$ cat src/sv/ptm_pkg.sv
// Package for the pulse train meter and count decoder.
// Holds widths, codes and the controller/datapath command and status structs.
// No dependencies.
package ptm_pkg;

  localparam int unsigned MAX_PULSES = 64;
  localparam int unsigned IDX_W      = $clog2(MAX_PULSES);
  localparam int unsigned CNT_W      = $clog2(MAX_PULSES + 1);
  localparam int unsigned DIV_W      = 58;
  localparam int unsigned DIVC_W     = $clog2(DIV_W);

  localparam logic [31:0] U32MAX     = 32'hFFFF_FFFF;
  localparam logic [25:0] RATE_K     = 26'd60000000;
  localparam logic [31:0] PAUSE_MAX  = 32'd1000;

  localparam logic [2:0] CFG_FILTER_MODE  = 3'd0;
  localparam logic [2:0] CFG_FILTER_TIME  = 3'd1;
  localparam logic [2:0] CFG_TIMEOUT_TIME = 3'd2;
  localparam logic [2:0] CFG_INITIAL_TIME = 3'd3;
  localparam logic [2:0] CFG_TOTAL_ENABLE = 3'd4;

  localparam logic [1:0] PH_INITIAL  = 2'd0;
  localparam logic [1:0] PH_WAITING  = 2'd1;
  localparam logic [1:0] PH_RUNNING  = 2'd2;
  localparam logic [1:0] PH_TIMEDOUT = 2'd3;

  localparam logic [1:0] KIND_TOTAL = 2'd0;
  localparam logic [1:0] KIND_RATE  = 2'd1;
  localparam logic [1:0] KIND_COUNT = 2'd2;
  localparam logic [1:0] KIND_ZERO  = 2'd3;

  localparam logic OP_PIN  = 1'b0;
  localparam logic OP_POLL = 1'b1;

  typedef struct packed {
    logic latch;
    logic exec;
    logic mul;
    logic div_step;
    logic rate_push;
    logic dec_rd;
    logic dec_chk;
    logic dec_end;
    logic out_pop;
  } cmd_t;

  typedef struct packed {
    logic       op;
    logic       cnt_nz;
    logic       run_phase;
    logic       timeout_hit;
    logic       tot_en;
    logic       delta_zero;
    logic       div_last;
    logic       dec_more;
    logic       dec_stop;
    logic [1:0] nres;
    logic       last;
  } stat_t;

endpackage

$ cat src/sv/ptm_ctrl.sv
// Controller FSM: sequences filter, poll, rate divide, decode walk and result beats.
// Depends on ptm_pkg; drives ptm_dp through cmd_t and reads stat_t.
module ptm_ctrl (
  input  logic           clk_i,
  input  logic           rst_ni,
  input  logic           in_valid_i,
  output logic           in_ready_o,
  output logic           out_valid_o,
  input  logic           out_ready_i,
  input  ptm_pkg::stat_t stat_i,
  output ptm_pkg::cmd_t  cmd_o
);

  localparam logic [3:0] S_IDLE   = 4'd0;
  localparam logic [3:0] S_EXEC   = 4'd1;
  localparam logic [3:0] S_MUL    = 4'd2;
  localparam logic [3:0] S_DIV    = 4'd3;
  localparam logic [3:0] S_RPUSH  = 4'd4;
  localparam logic [3:0] S_DECRD  = 4'd5;
  localparam logic [3:0] S_DECCHK = 4'd6;
  localparam logic [3:0] S_DECEND = 4'd7;
  localparam logic [3:0] S_OUT    = 4'd8;

  logic [3:0] state_q, state_d;

  always_comb begin
    state_d     = state_q;
    cmd_o       = '0;
    in_ready_o  = 1'b0;
    out_valid_o = 1'b0;
    case (state_q)
      S_IDLE: begin
        in_ready_o = 1'b1;
        if (in_valid_i) begin
          cmd_o.latch = 1'b1;
          state_d     = S_EXEC;
        end
      end
      S_EXEC: begin
        cmd_o.exec = 1'b1;
        if (stat_i.op == ptm_pkg::OP_PIN) state_d = S_IDLE;
        else if (stat_i.cnt_nz) begin
          if (stat_i.run_phase) state_d = S_MUL;
          else if (stat_i.tot_en) state_d = S_OUT;
          else state_d = S_IDLE;
        end else if (stat_i.timeout_hit) state_d = S_DECRD;
        else state_d = S_IDLE;
      end
      S_MUL: begin
        cmd_o.mul = 1'b1;
        state_d   = stat_i.delta_zero ? S_RPUSH : S_DIV;
      end
      S_DIV: begin
        cmd_o.div_step = 1'b1;
        if (stat_i.div_last) state_d = S_RPUSH;
      end
      S_RPUSH: begin
        cmd_o.rate_push = 1'b1;
        state_d         = S_OUT;
      end
      S_DECRD: begin
        if (stat_i.dec_more) begin
          cmd_o.dec_rd = 1'b1;
          state_d      = S_DECCHK;
        end else state_d = S_DECEND;
      end
      S_DECCHK: begin
        cmd_o.dec_chk = 1'b1;
        state_d       = stat_i.dec_stop ? S_DECEND : S_DECRD;
      end
      S_DECEND: begin
        cmd_o.dec_end = 1'b1;
        state_d       = S_OUT;
      end
      S_OUT: begin
        out_valid_o = 1'b1;
        if (out_ready_i) begin
          cmd_o.out_pop = 1'b1;
          if (stat_i.last) state_d = S_IDLE;
        end
      end
      default: state_d = S_IDLE;
    endcase
  end

  always_ff @(posedge clk_i or negedge rst_ni) begin
    if (!rst_ni) state_q <= S_IDLE;
    else state_q <= state_d;
  end

`ifndef ASSERT_OFF
  a_busy_after_accept: assert property (@(posedge clk_i) disable iff (!rst_ni)
    in_valid_i && in_ready_o |=> !in_ready_o) else $error("ready after accept");
  a_no_overlap: assert property (@(posedge clk_i) disable iff (!rst_ni)
    !(in_ready_o && out_valid_o)) else $error("input and output overlap");
  a_out_has_result: assert property (@(posedge clk_i) disable iff (!rst_ni)
    out_valid_o |-> stat_i.nres != 2'd0) else $error("beat without result");
`endif

endmodule
$ cat config.mk
export PLATFORM = sky130hd
export DESIGN_NAME = ptm_ctrl
export DESIGN_NICKNAME = d
export VERILOG_FILES = /design/src/sv/ptm_pkg.sv /design/src/sv/ptm_ctrl.sv
export SDC_FILE = /design/constraint.sdc
export NUM_CORES = 1
export LEC_CHECK = 0
export ABC_AREA = 1
export BUFFER_PORTS_ARGS = -buffer_cell sky130_fd_sc_hd__buf_2
export CORE_AREA = 2 2 39 41
export CTS_CLUSTER_SIZE = 28
export DETAILED_ROUTE_END_ITERATION = 12
export DIE_AREA = 0 0 41 43
export GPL_TIMING_DRIVEN = 0
export MAX_ROUTING_LAYER = met4
export SYNTH_ARGS = -nofsm -noshare
export SYNTH_HDL_FRONTEND = slang
export SYNTH_SLANG_ARGS = --single-unit
$ cat constraint.sdc
create_clock -name clk_i -period 1.5 [get_ports clk_i]
set_input_delay 0.3 -clock clk_i [delete_from_list [all_inputs] [get_ports clk_i]]
set_output_delay 0.3 -clock clk_i [all_outputs]
set_load 0.02 [all_outputs]
Yosys cells after proc, flatten, opt, wreduce, memory -nomap -nowiden
Index checks and enable logic that the tools add are counted.
- flip-flop bits (word level): 4
- equal/unequal tests: 12
- reductions and logical operators: 3
- muxes and demuxes: 27
- operators with widths (operator ; number):
    $mux 4 ; 8
    $pmux 4 s8 ; 1
    $eq 4x3->1 const B ; 4
    $mux 1 ; 15
    $eq 4x2->1 const B ; 2
    $ne 2x2->1 const B ; 4
    $mux 3 ; 2
    $eq 4x1->1 const B ; 1
    $eq 4x4->1 const B ; 1
    $logic_not 4->1 ; 1
    $reduce_and 4->1 ; 1
    $mux 2 ; 1
    $reduce_or 2->1 ; 1

Longest topological paths before layout
Gate-level depths: netlist of the first run.
- depth after elaboration: 5
- depth in mapped cells: 8
- gate-level depth less buffers: 8

Worst setup path before layout of the first run
No wires, ideal clock.
- kind: register -> output
- start: register state_q[0]
- end: output port cmd_o[0] in the netlist's numbering
- data arrival time: 970 ps
- stages on the path, launching flop included: 4
- buffers on the path: 0
- setup slack: 230 ps
- path through: dfrtp_1 -> nor2_1 -> nand3_1 -> nor2_1
- RTL lines (item ; RTL line ; source):
    start, declared ; ptm_ctrl.sv:24 ; logic [3:0] state_q, state_d;
    start signal, assigned ; ptm_ctrl.sv:88 ; else state_q <= state_d;
    end, declared ; ptm_ctrl.sv:11 ; output ptm_pkg::cmd_t cmd_o

==> summary.md, run 1 <==
| Metric | Value |
|---|---|
| Critical path startpoint category | `flop` |
| Post-synthesis sequential area ratio | `24.8%` |
| Register bit total from synthesis | `4` |
| First-pass GRT wire length | `1770 µm` |
| Hold Crit Class | `input pin to flop` |
| Cts bufs inserted | `3` |
| Via count | `512` |
| Maximum vdd ir drop | `1.15 mV` |
| Initial antenna violation count | `0` |
| CP dominant cell by count | `nor2_2` |
| Relative slew slack | `88.6%` |
| Aggregate global routing overflow | `0` |
| Final WL | `1070 µm` |
| Chip width | `41 µm` |
| Htree depth | `1` |
| Final Cell Area | `634 µm²` |
| Vias in the first global route | `470` |
| Worst-Skew Late Latency | `0.23 ns` |
| Synthesized area | `404 µm²` |
| Largest net degree at the start of global routing | `6` |
| Fin crit share | `96.9%` |
| Post-DR vias/cell | `4.27` |
| Clock sinks | `4` |
| Area Growth Syn to Fin | `57.0%` |
| Gr usage total | `14.8%` |
| Nets | `122` |
| Static Leak | `0.410 nW` |
| Clk slew on worst S/H paths | `0.04 ns` |
| Port buffer count | `24` |
| ANT cells | `0` |
| Critical path class | `flop to output pin` |
| Drt pass-1 iters | `3` |
| Setup WS post-layout | `0.0472 ns` |
| Avg Synthesized Cell Area | `5.39 µm²` |
| Post-DRT Antenna Nets | `0` |
| Post-layout util | `45.8%` |
| Cell family with most CP delay | `flip-flops` |
| CP max stage cell | `dfrtp_1` |
| Max clock buf depth | `2` |
| Placed Cells | `115` |
| Endpoint class of the critical path | `output pin` |
| Final TNS setup | `0 ns` |
| Final Max Tran Viols | `0` |
| Core ar. | `1380 µm²` |
| Initial Utilization | `29.2%` |
| Ports | `27` |
| Clock root cell | `clkbuf_4` |
| Power Total | `1.22 mW` |
| Fmax | `688 MHz` |
| WP data arrival | `1.15 ns` |
| Syn nets | `91` |
| Max Cap Violations | `0` |
| Die area | `1760 µm²` |
| Iteration-0 DRC Markers | `4` |
| Hold slack | `0.322 ns` |
| Req. time, crit path | `1.20 ns` |
| Top post-synthesis cells by area | `dfrtp_1 (25%), nand2_1 (18%), nor2_1 (17%), inv_1 (16%), nand3_1 (5.0%)` |
| Outcome | `finished, final reports clean` |
| Buffer and inverter count on the worst path | `2` |
| Top flop regs | `state_q (4)` |
| CTS tree | `built` |
| Endpoints failing setup | `0` |
| Synth area leader | `dfrtp_1` |
| Post-synth top area share | `24.8%` |
| Hold Vio Cnt, Final | `0` |
| Post-synthesis cell type count | `13` |
| Crit-path cells | `inv_2 -> nor2_2 -> nand2_1 -> nor2_2 -> buf_6` |
| Slowest Stage Delay on Critical Path | `0.41 ns` |
| Least-Margin Pin Slew | `0.170 ns` |
| DP Wirelength | `854 µm` |
| Synth Instances | `75` |
| Clk_skew | `0.00251 ns` |
| PD cells | `1920 nW/µm²` |
| Layout Cells excl Fill | `120` |
| Min Clock Period, post-route | `1.45 ns` |
| Die Ht | `43 µm` |
| Core Rows | `14` |
| Share of cells above drive strength 1 | `43.3%` |
| Largest reg by FF count | `state_q` |
| Setup repair after global routing missed its margin | `yes` |
| Syn. warnings | `0` |
| Routability cong. | `0.796` |
| Placed cell area | `544 µm²` |
| Dpl ws | `0.212 ns` |
| Worst Path Max Fanout | `3` |
| Routed wire per std cell | `8.90 µm` |
| Drc violations | `0` |
| Max reg flops | `4` |
-- final timing paths --
path / endpoint / slack, ns / cells after the start / from
min in group asynchronous: state_q[1]$_DFFE_PN0P_ / 0.40 / 2 / rst_ni
max in group asynchronous: state_q[0]$_DFFE_PN0P_ / 0.97 / 2 / rst_ni
worst min-delay path: state_q[1]$_DFFE_PN0P_ / 0.32 / 3 / stat_i[3]
worst max-delay path: cmd_o[3] / 0.05 / 5 / state_q[2]$_DFFE_PN0P_
worst min register to register: state_q[0]$_DFFE_PN0P_ / 0.71 / 3 / state_q[3]$_DFFE_PN0P_
worst max register to register: state_q[0]$_DFFE_PN0P_ / 0.32 / 9 / state_q[0]$_DFFE_PN0P_
-- report_power, final --
part	switching [mW]	internal, mW	leakage (nW)
registers	0.0838	0.166	0.0488
logic	0.507	0.329	0.348
clock network	0.0407	0.0893	0.0138
-- layer usage --
| layer | up-vias | GRT usage (%) | wire, µm |
|---|---|---|---|
| li1 | 280 | - | - |
| met1 | 219 | 17.6 | 472 |
| met2 | 13 | 23.1 | 553 |
| met3 | 0 | 4.71 | 42 |
| met4 | 0 | 4.00 | 0 |
| met5 | - | - | 0 |
-- worst min-delay path: stages --
cell and delay, ns:
buf_2 0.07, nand2_1 0.05, nand4_1 0.09
-- logic make-up after synthesis --
logic type | Yosys count | share of synthesized area (%)
compound gates | 1 | 1.24
buf+inv | 19 | 17.6
flops | 4 | 24.8
simple gates | 51 | 56.3
-- what timing repair did --
action / CTS / global route
resized for setup: 4 / 16
hold endpoints to repair: 4 / 0
pin swaps: 2 / 3
setup buffers: 1 / 0
setup endpoints to repair: 2 / 10
hold buffers: 1 / 0
-- cell usage after synthesis --
| library cell | instances |
|---|---|
| nand2_2 | 2 |
| nor2_1 | 18 |
| nand2_1 | 19 |
| inv_1 | 17 |
| nor3_1 | 1 |
| inv_2 | 2 |
| dfrtp_1 | 4 |
| o21ai_0 | 1 |
| nor2_2 | 2 |
| nand3_1 | 4 |
| nor2_4 | 1 |
| nand4_1 | 2 |
| nand3b_1 | 2 |
-- placed cells by master (no fill, tap or decap) --
master	synthesis	layout
o21ai_0	1	1
dfrtp_1	4	1
nor2_2	2	6
nand2_1	19	19
dlygate4sd3_1	0	1
nand2_2	2	2
nand4_1	2	2
nor2_4	1	2
nand3_2	0	1
nand3_1	4	3
buf_6	0	1
clkbuf_4	0	3
inv_2	2	3
dfrtp_2	0	3
buf_4	0	8
nor3_1	1	1
inv_1	17	16
buf_2	0	16
nand3b_1	2	2
nor2_1	18	13
-- area by class of cell --
cell class                 instances  area [µm²]
clock buffer                       3        22.5
fill                             157         749
inverter                          19        71.3
multi-input combinational         52         255
sequential                         4         104
tap                               16        20.0
timing repair buffer              26         161
No activity file was read; power rests on OpenSTA's default activity.
==> inputs of run 2 (changes only) <==
Settings changed: ABC_AREA 1 to 0, RECOVER_POWER set to 50.
==> summary.md, run 2 <==
| Metric | Value |
|---|---|
| Clock root cell | `clkbuf_4 (unchanged)` |
| Met2 Use GR | `30.6% (was 23.1%)` |
| Die Ht | `43 µm (unchanged)` |
| Placed cell area | `584 µm² (was 544 µm²)` |
| Synth area leader | `dfrtp_1 (unchanged)` |
| CTS tree | `built (unchanged)` |
| Largest net degree at the start of global routing | `11 (was 6)` |
| Cts bufs inserted | `3 (unchanged)` |
| Maximum vdd ir drop | `1.26 mV (was 1.15 mV)` |
| Via count | `572 (was 512)` |
| Fmax | `604 MHz (was 688 MHz)` |
| Iteration-0 DRC Markers | `6 (was 4)` |
| Port buffer count | `24 (unchanged)` |
| Ports | `27 (unchanged)` |
| Post-synth top area share | `24.1% (was 24.8%)` |
| Synth cell count leaders | `nor2_1 (5), dfrtp_1 (4), nor3_1 (4), a21oi_1 (3) (was nand2_1 (19), nor2_1 (18), inv_1 (17), dfrtp_1 (4), nand3_1 (4))` |
| Least-Margin Pin Slew | `0.340 ns (was 0.170 ns)` |
| Area Growth Syn to Fin | `113% (was 57.0%)` |
| Dpl ws | `-0.139 ns (was 0.212 ns)` |
| Fin crit share | `110% (was 96.9%)` |
| Power Total | `2.01 mW (was 1.22 mW)` |
| Core ar. | `1380 µm² (unchanged)` |
| Avg Synthesized Cell Area | `8.15 µm² (was 5.39 µm²)` |
| Buffer and inverter count on the worst path | `2 (unchanged)` |
| Gr usage total | `18.9% (was 14.8%)` |
| Initial Utilization | `30.0% (was 29.2%)` |
| Htree depth | `1 (unchanged)` |
| Drc violations | `0 (unchanged)` |
| Met1 GRT Util | `20.9% (was 17.6%)` |
| Crit-path cells | `buf_4 -> nor4_4 -> and2_4 -> buf_6 (was inv_2 -> nor2_2 -> nand2_1 -> nor2_2 -> buf_6)` |
| PD cells | `2270 nW/µm² (was 1920 nW/µm²)` |
| Failing checks | `negative setup slack` |
| Setup WS post-layout | `-0.156 ns (was 0.0472 ns)` |
| Post-synthesis sequential area ratio | `24.1% (was 24.8%)` |
| WP data arrival | `1.36 ns (was 1.15 ns)` |
| Top post-synthesis cells by area | `dfrtp_1 (24%), nor4b_4 (5.7%), a2bb2o_4 (4.8%), nor3_1 (4.8%), nor2_1 (4.5%) (was dfrtp_1 (25%), nand2_1 (18%), nor2_1 (17%), inv_1 (16%), nand3_1 (5.0%))` |
| Clock sinks | `4 (unchanged)` |
| Hold Crit Class | `input pin to flop (unchanged)` |
| Post-synthesis cell type count | `29 (was 13)` |
| Share of cells above drive strength 1 | `66.0% (was 43.3%)` |
| Critical path startpoint category | `flop (unchanged)` |
| Syn. warnings | `0 (unchanged)` |
| Worst-Skew Late Latency | `0.24 ns (was 0.23 ns)` |
| Drt pass-1 iters | `4 (was 3)` |
| Register bit total from synthesis | `4 (unchanged)` |
| Static Leak | `0.430 nW (was 0.410 nW)` |
| Cell family with most CP delay | `simple AND/OR/NAND/NOR gates (was flip-flops)` |
| Slowest Stage Delay on Critical Path | `0.37 ns (was 0.41 ns)` |
| Setup repair after global routing missed its margin | `yes (unchanged)` |
| Relative slew slack | `77.0% (was 88.6%)` |
| Clk slew on worst S/H paths | `0.04 ns (about the same)` |
| Commonest non-fill, non-tap cell in the layout | `buf_4 (was nand2_1)` |
| Endpoint class of the critical path | `output pin (unchanged)` |
| Top flop regs | `state_q (4) (unchanged)` |
| Primary FF master, synth | `dfrtp_1 (unchanged)` |
| Max Cap Violations | `0 (unchanged)` |
| ANT cells | `0 (unchanged)` |
| Min Clock Period, post-route | `1.66 ns (was 1.45 ns)` |
| Syn nets | `67 (was 91)` |
| Final WL | `1520 µm (was 1070 µm)` |
| Gr busiest metal | `met2 (unchanged)` |
| Critical path class | `flop to output pin (unchanged)` |
| Max reg flops | `4 (unchanged)` |
| Max clock buf depth | `2 (unchanged)` |
| Count leader, synth | `nor2_1 (was nand2_1)` |
| Endpoints failing setup | `8 (was 0)` |
| Final Max Tran Viols | `0 (unchanged)` |
| Nets | `112 (was 122)` |
| Worst Path Max Fanout | `10 (was 3)` |
| First-pass GRT wire length | `2160 µm (was 1770 µm)` |
| Chip width | `41 µm (unchanged)` |
| Synthesized area | `415 µm² (was 404 µm²)` |
| Clk_skew | `0.000141 ns (was 0.00251 ns)` |
| Largest reg by FF count | `state_q (unchanged)` |
| Outcome | `complete, but fails checks (was finished, final reports clean)` |
| DP Wirelength | `881 µm (was 854 µm)` |
| Synth Instances | `51 (was 75)` |
| Vias in the first global route | `514 (was 470)` |
| Die area | `1760 µm² (unchanged)` |
| Hold Vio Cnt, Final | `0 (unchanged)` |
| CP max stage cell | `dfrtp_1 (unchanged)` |
| Final TNS setup | `-0.685 ns (was 0 ns)` |
| Met3 Usage GRT | `6.28% (was 4.71%)` |
| Aggregate global routing overflow | `0 (unchanged)` |
| Post-DRT Antenna Nets | `0 (unchanged)` |
| Core Rows | `14 (unchanged)` |
| Routed wire per std cell | `13.8 µm (was 8.90 µm)` |
| EDFF count, synth | `0 (unchanged)` |
| Initial antenna violation count | `0 (unchanged)` |
| Post-DR vias/cell | `5.20 (was 4.27)` |
| FFs w/ async S/R, synth | `100% (unchanged)` |
| Routability cong. | `0.828 (was 0.796)` |
| Req. time, crit path | `1.20 ns (about the same)` |
| Final Cell Area | `886 µm² (was 634 µm²)` |
| Post-layout util | `64.0% (was 45.8%)` |
| Most frequent cells in the layout | `buf_4 (15), buf_2 (14), buf_6 (10) (was nand2_1 (19), inv_1 (16), buf_2 (16))` |
## run 2: worst paths after layout
kind	from	end	slack [ns]	depth (start not counted)
min	stat_i[11]	state_q[1]$_DFFE_PN0P_	0.35	2
max in group asynchronous	rst_ni	state_q[2]$_DFFE_PN0P_	0.86	2
max	state_q[1]$_DFFE_PN0P_	cmd_o[8]	-0.16	4
min in group asynchronous	rst_ni	state_q[0]$_DFFE_PN0P_	0.43	2
max reg2reg	state_q[1]$_DFFE_PN0P_	state_q[0]$_DFFE_PN0P_	0	4
min reg2reg	state_q[3]$_DFFE_PN0P_	state_q[0]$_DFFE_PN0P_	0.81	3
## run 2: layer usage
| metal | wire length, µm | up-vias |
|---|---|---|
| li1 | - | 280 |
| met1 | 611 | 271 |
| met2 | 835 | 21 |
| met3 | 75 | 0 |
| met4 | 0 | 0 |
| met5 | 0 | - |
## run 2: cells by family after synthesis
group,count (synthesis),share of synthesized area (%)
AND/OR/NAND/NOR,30,46.7
AO/OA/AOI/OAI,11,23.2
buffers and inverters,6,6.03
flip-flops,4,24.1
## run 2: what timing repair did
item / in CTS / in global routing
resized for setup: 29 / 15
pin swaps: 6 / 11
endpoints found under the hold margin: 4 / 0
buffers inserted: 9 / 6
endpoints found under the setup margin: 11 / 13
hold buffers: 1 / 0
## run 2: per-stage QoR
step	std cells	hold WS, ns
floorplan	51	0.00441
detailed placement	91	0.107
finish	110	0.349
global route	110	0.345
global placement	91	0.105
CTS	104	0.346
## run 2: worst reg2reg max path, cell delays in order (launching register included)
cell	delay [ns]
dfrtp_1	0.37
buf_4	0.14
nand2b_1	0.20
a2bb2o_4	0.25
o41a_1	0.41
## run 2: cell type report
type	count	area [µm²]
plain buffers	4	51.3
clock buffers	3	22.5
fillers	113	498
inverters	2	7.51
multi-input cells	41	382
flip-flops and latches	4	101
well taps	16	20.0
repair buffers	40	302
## run 2: power breakdown
group          total, mW  switching [mW]  internal (mW)
clock              0.137          0.0472         0.0897
sequential         0.206          0.0444          0.161
combinational       1.67           0.762          0.909
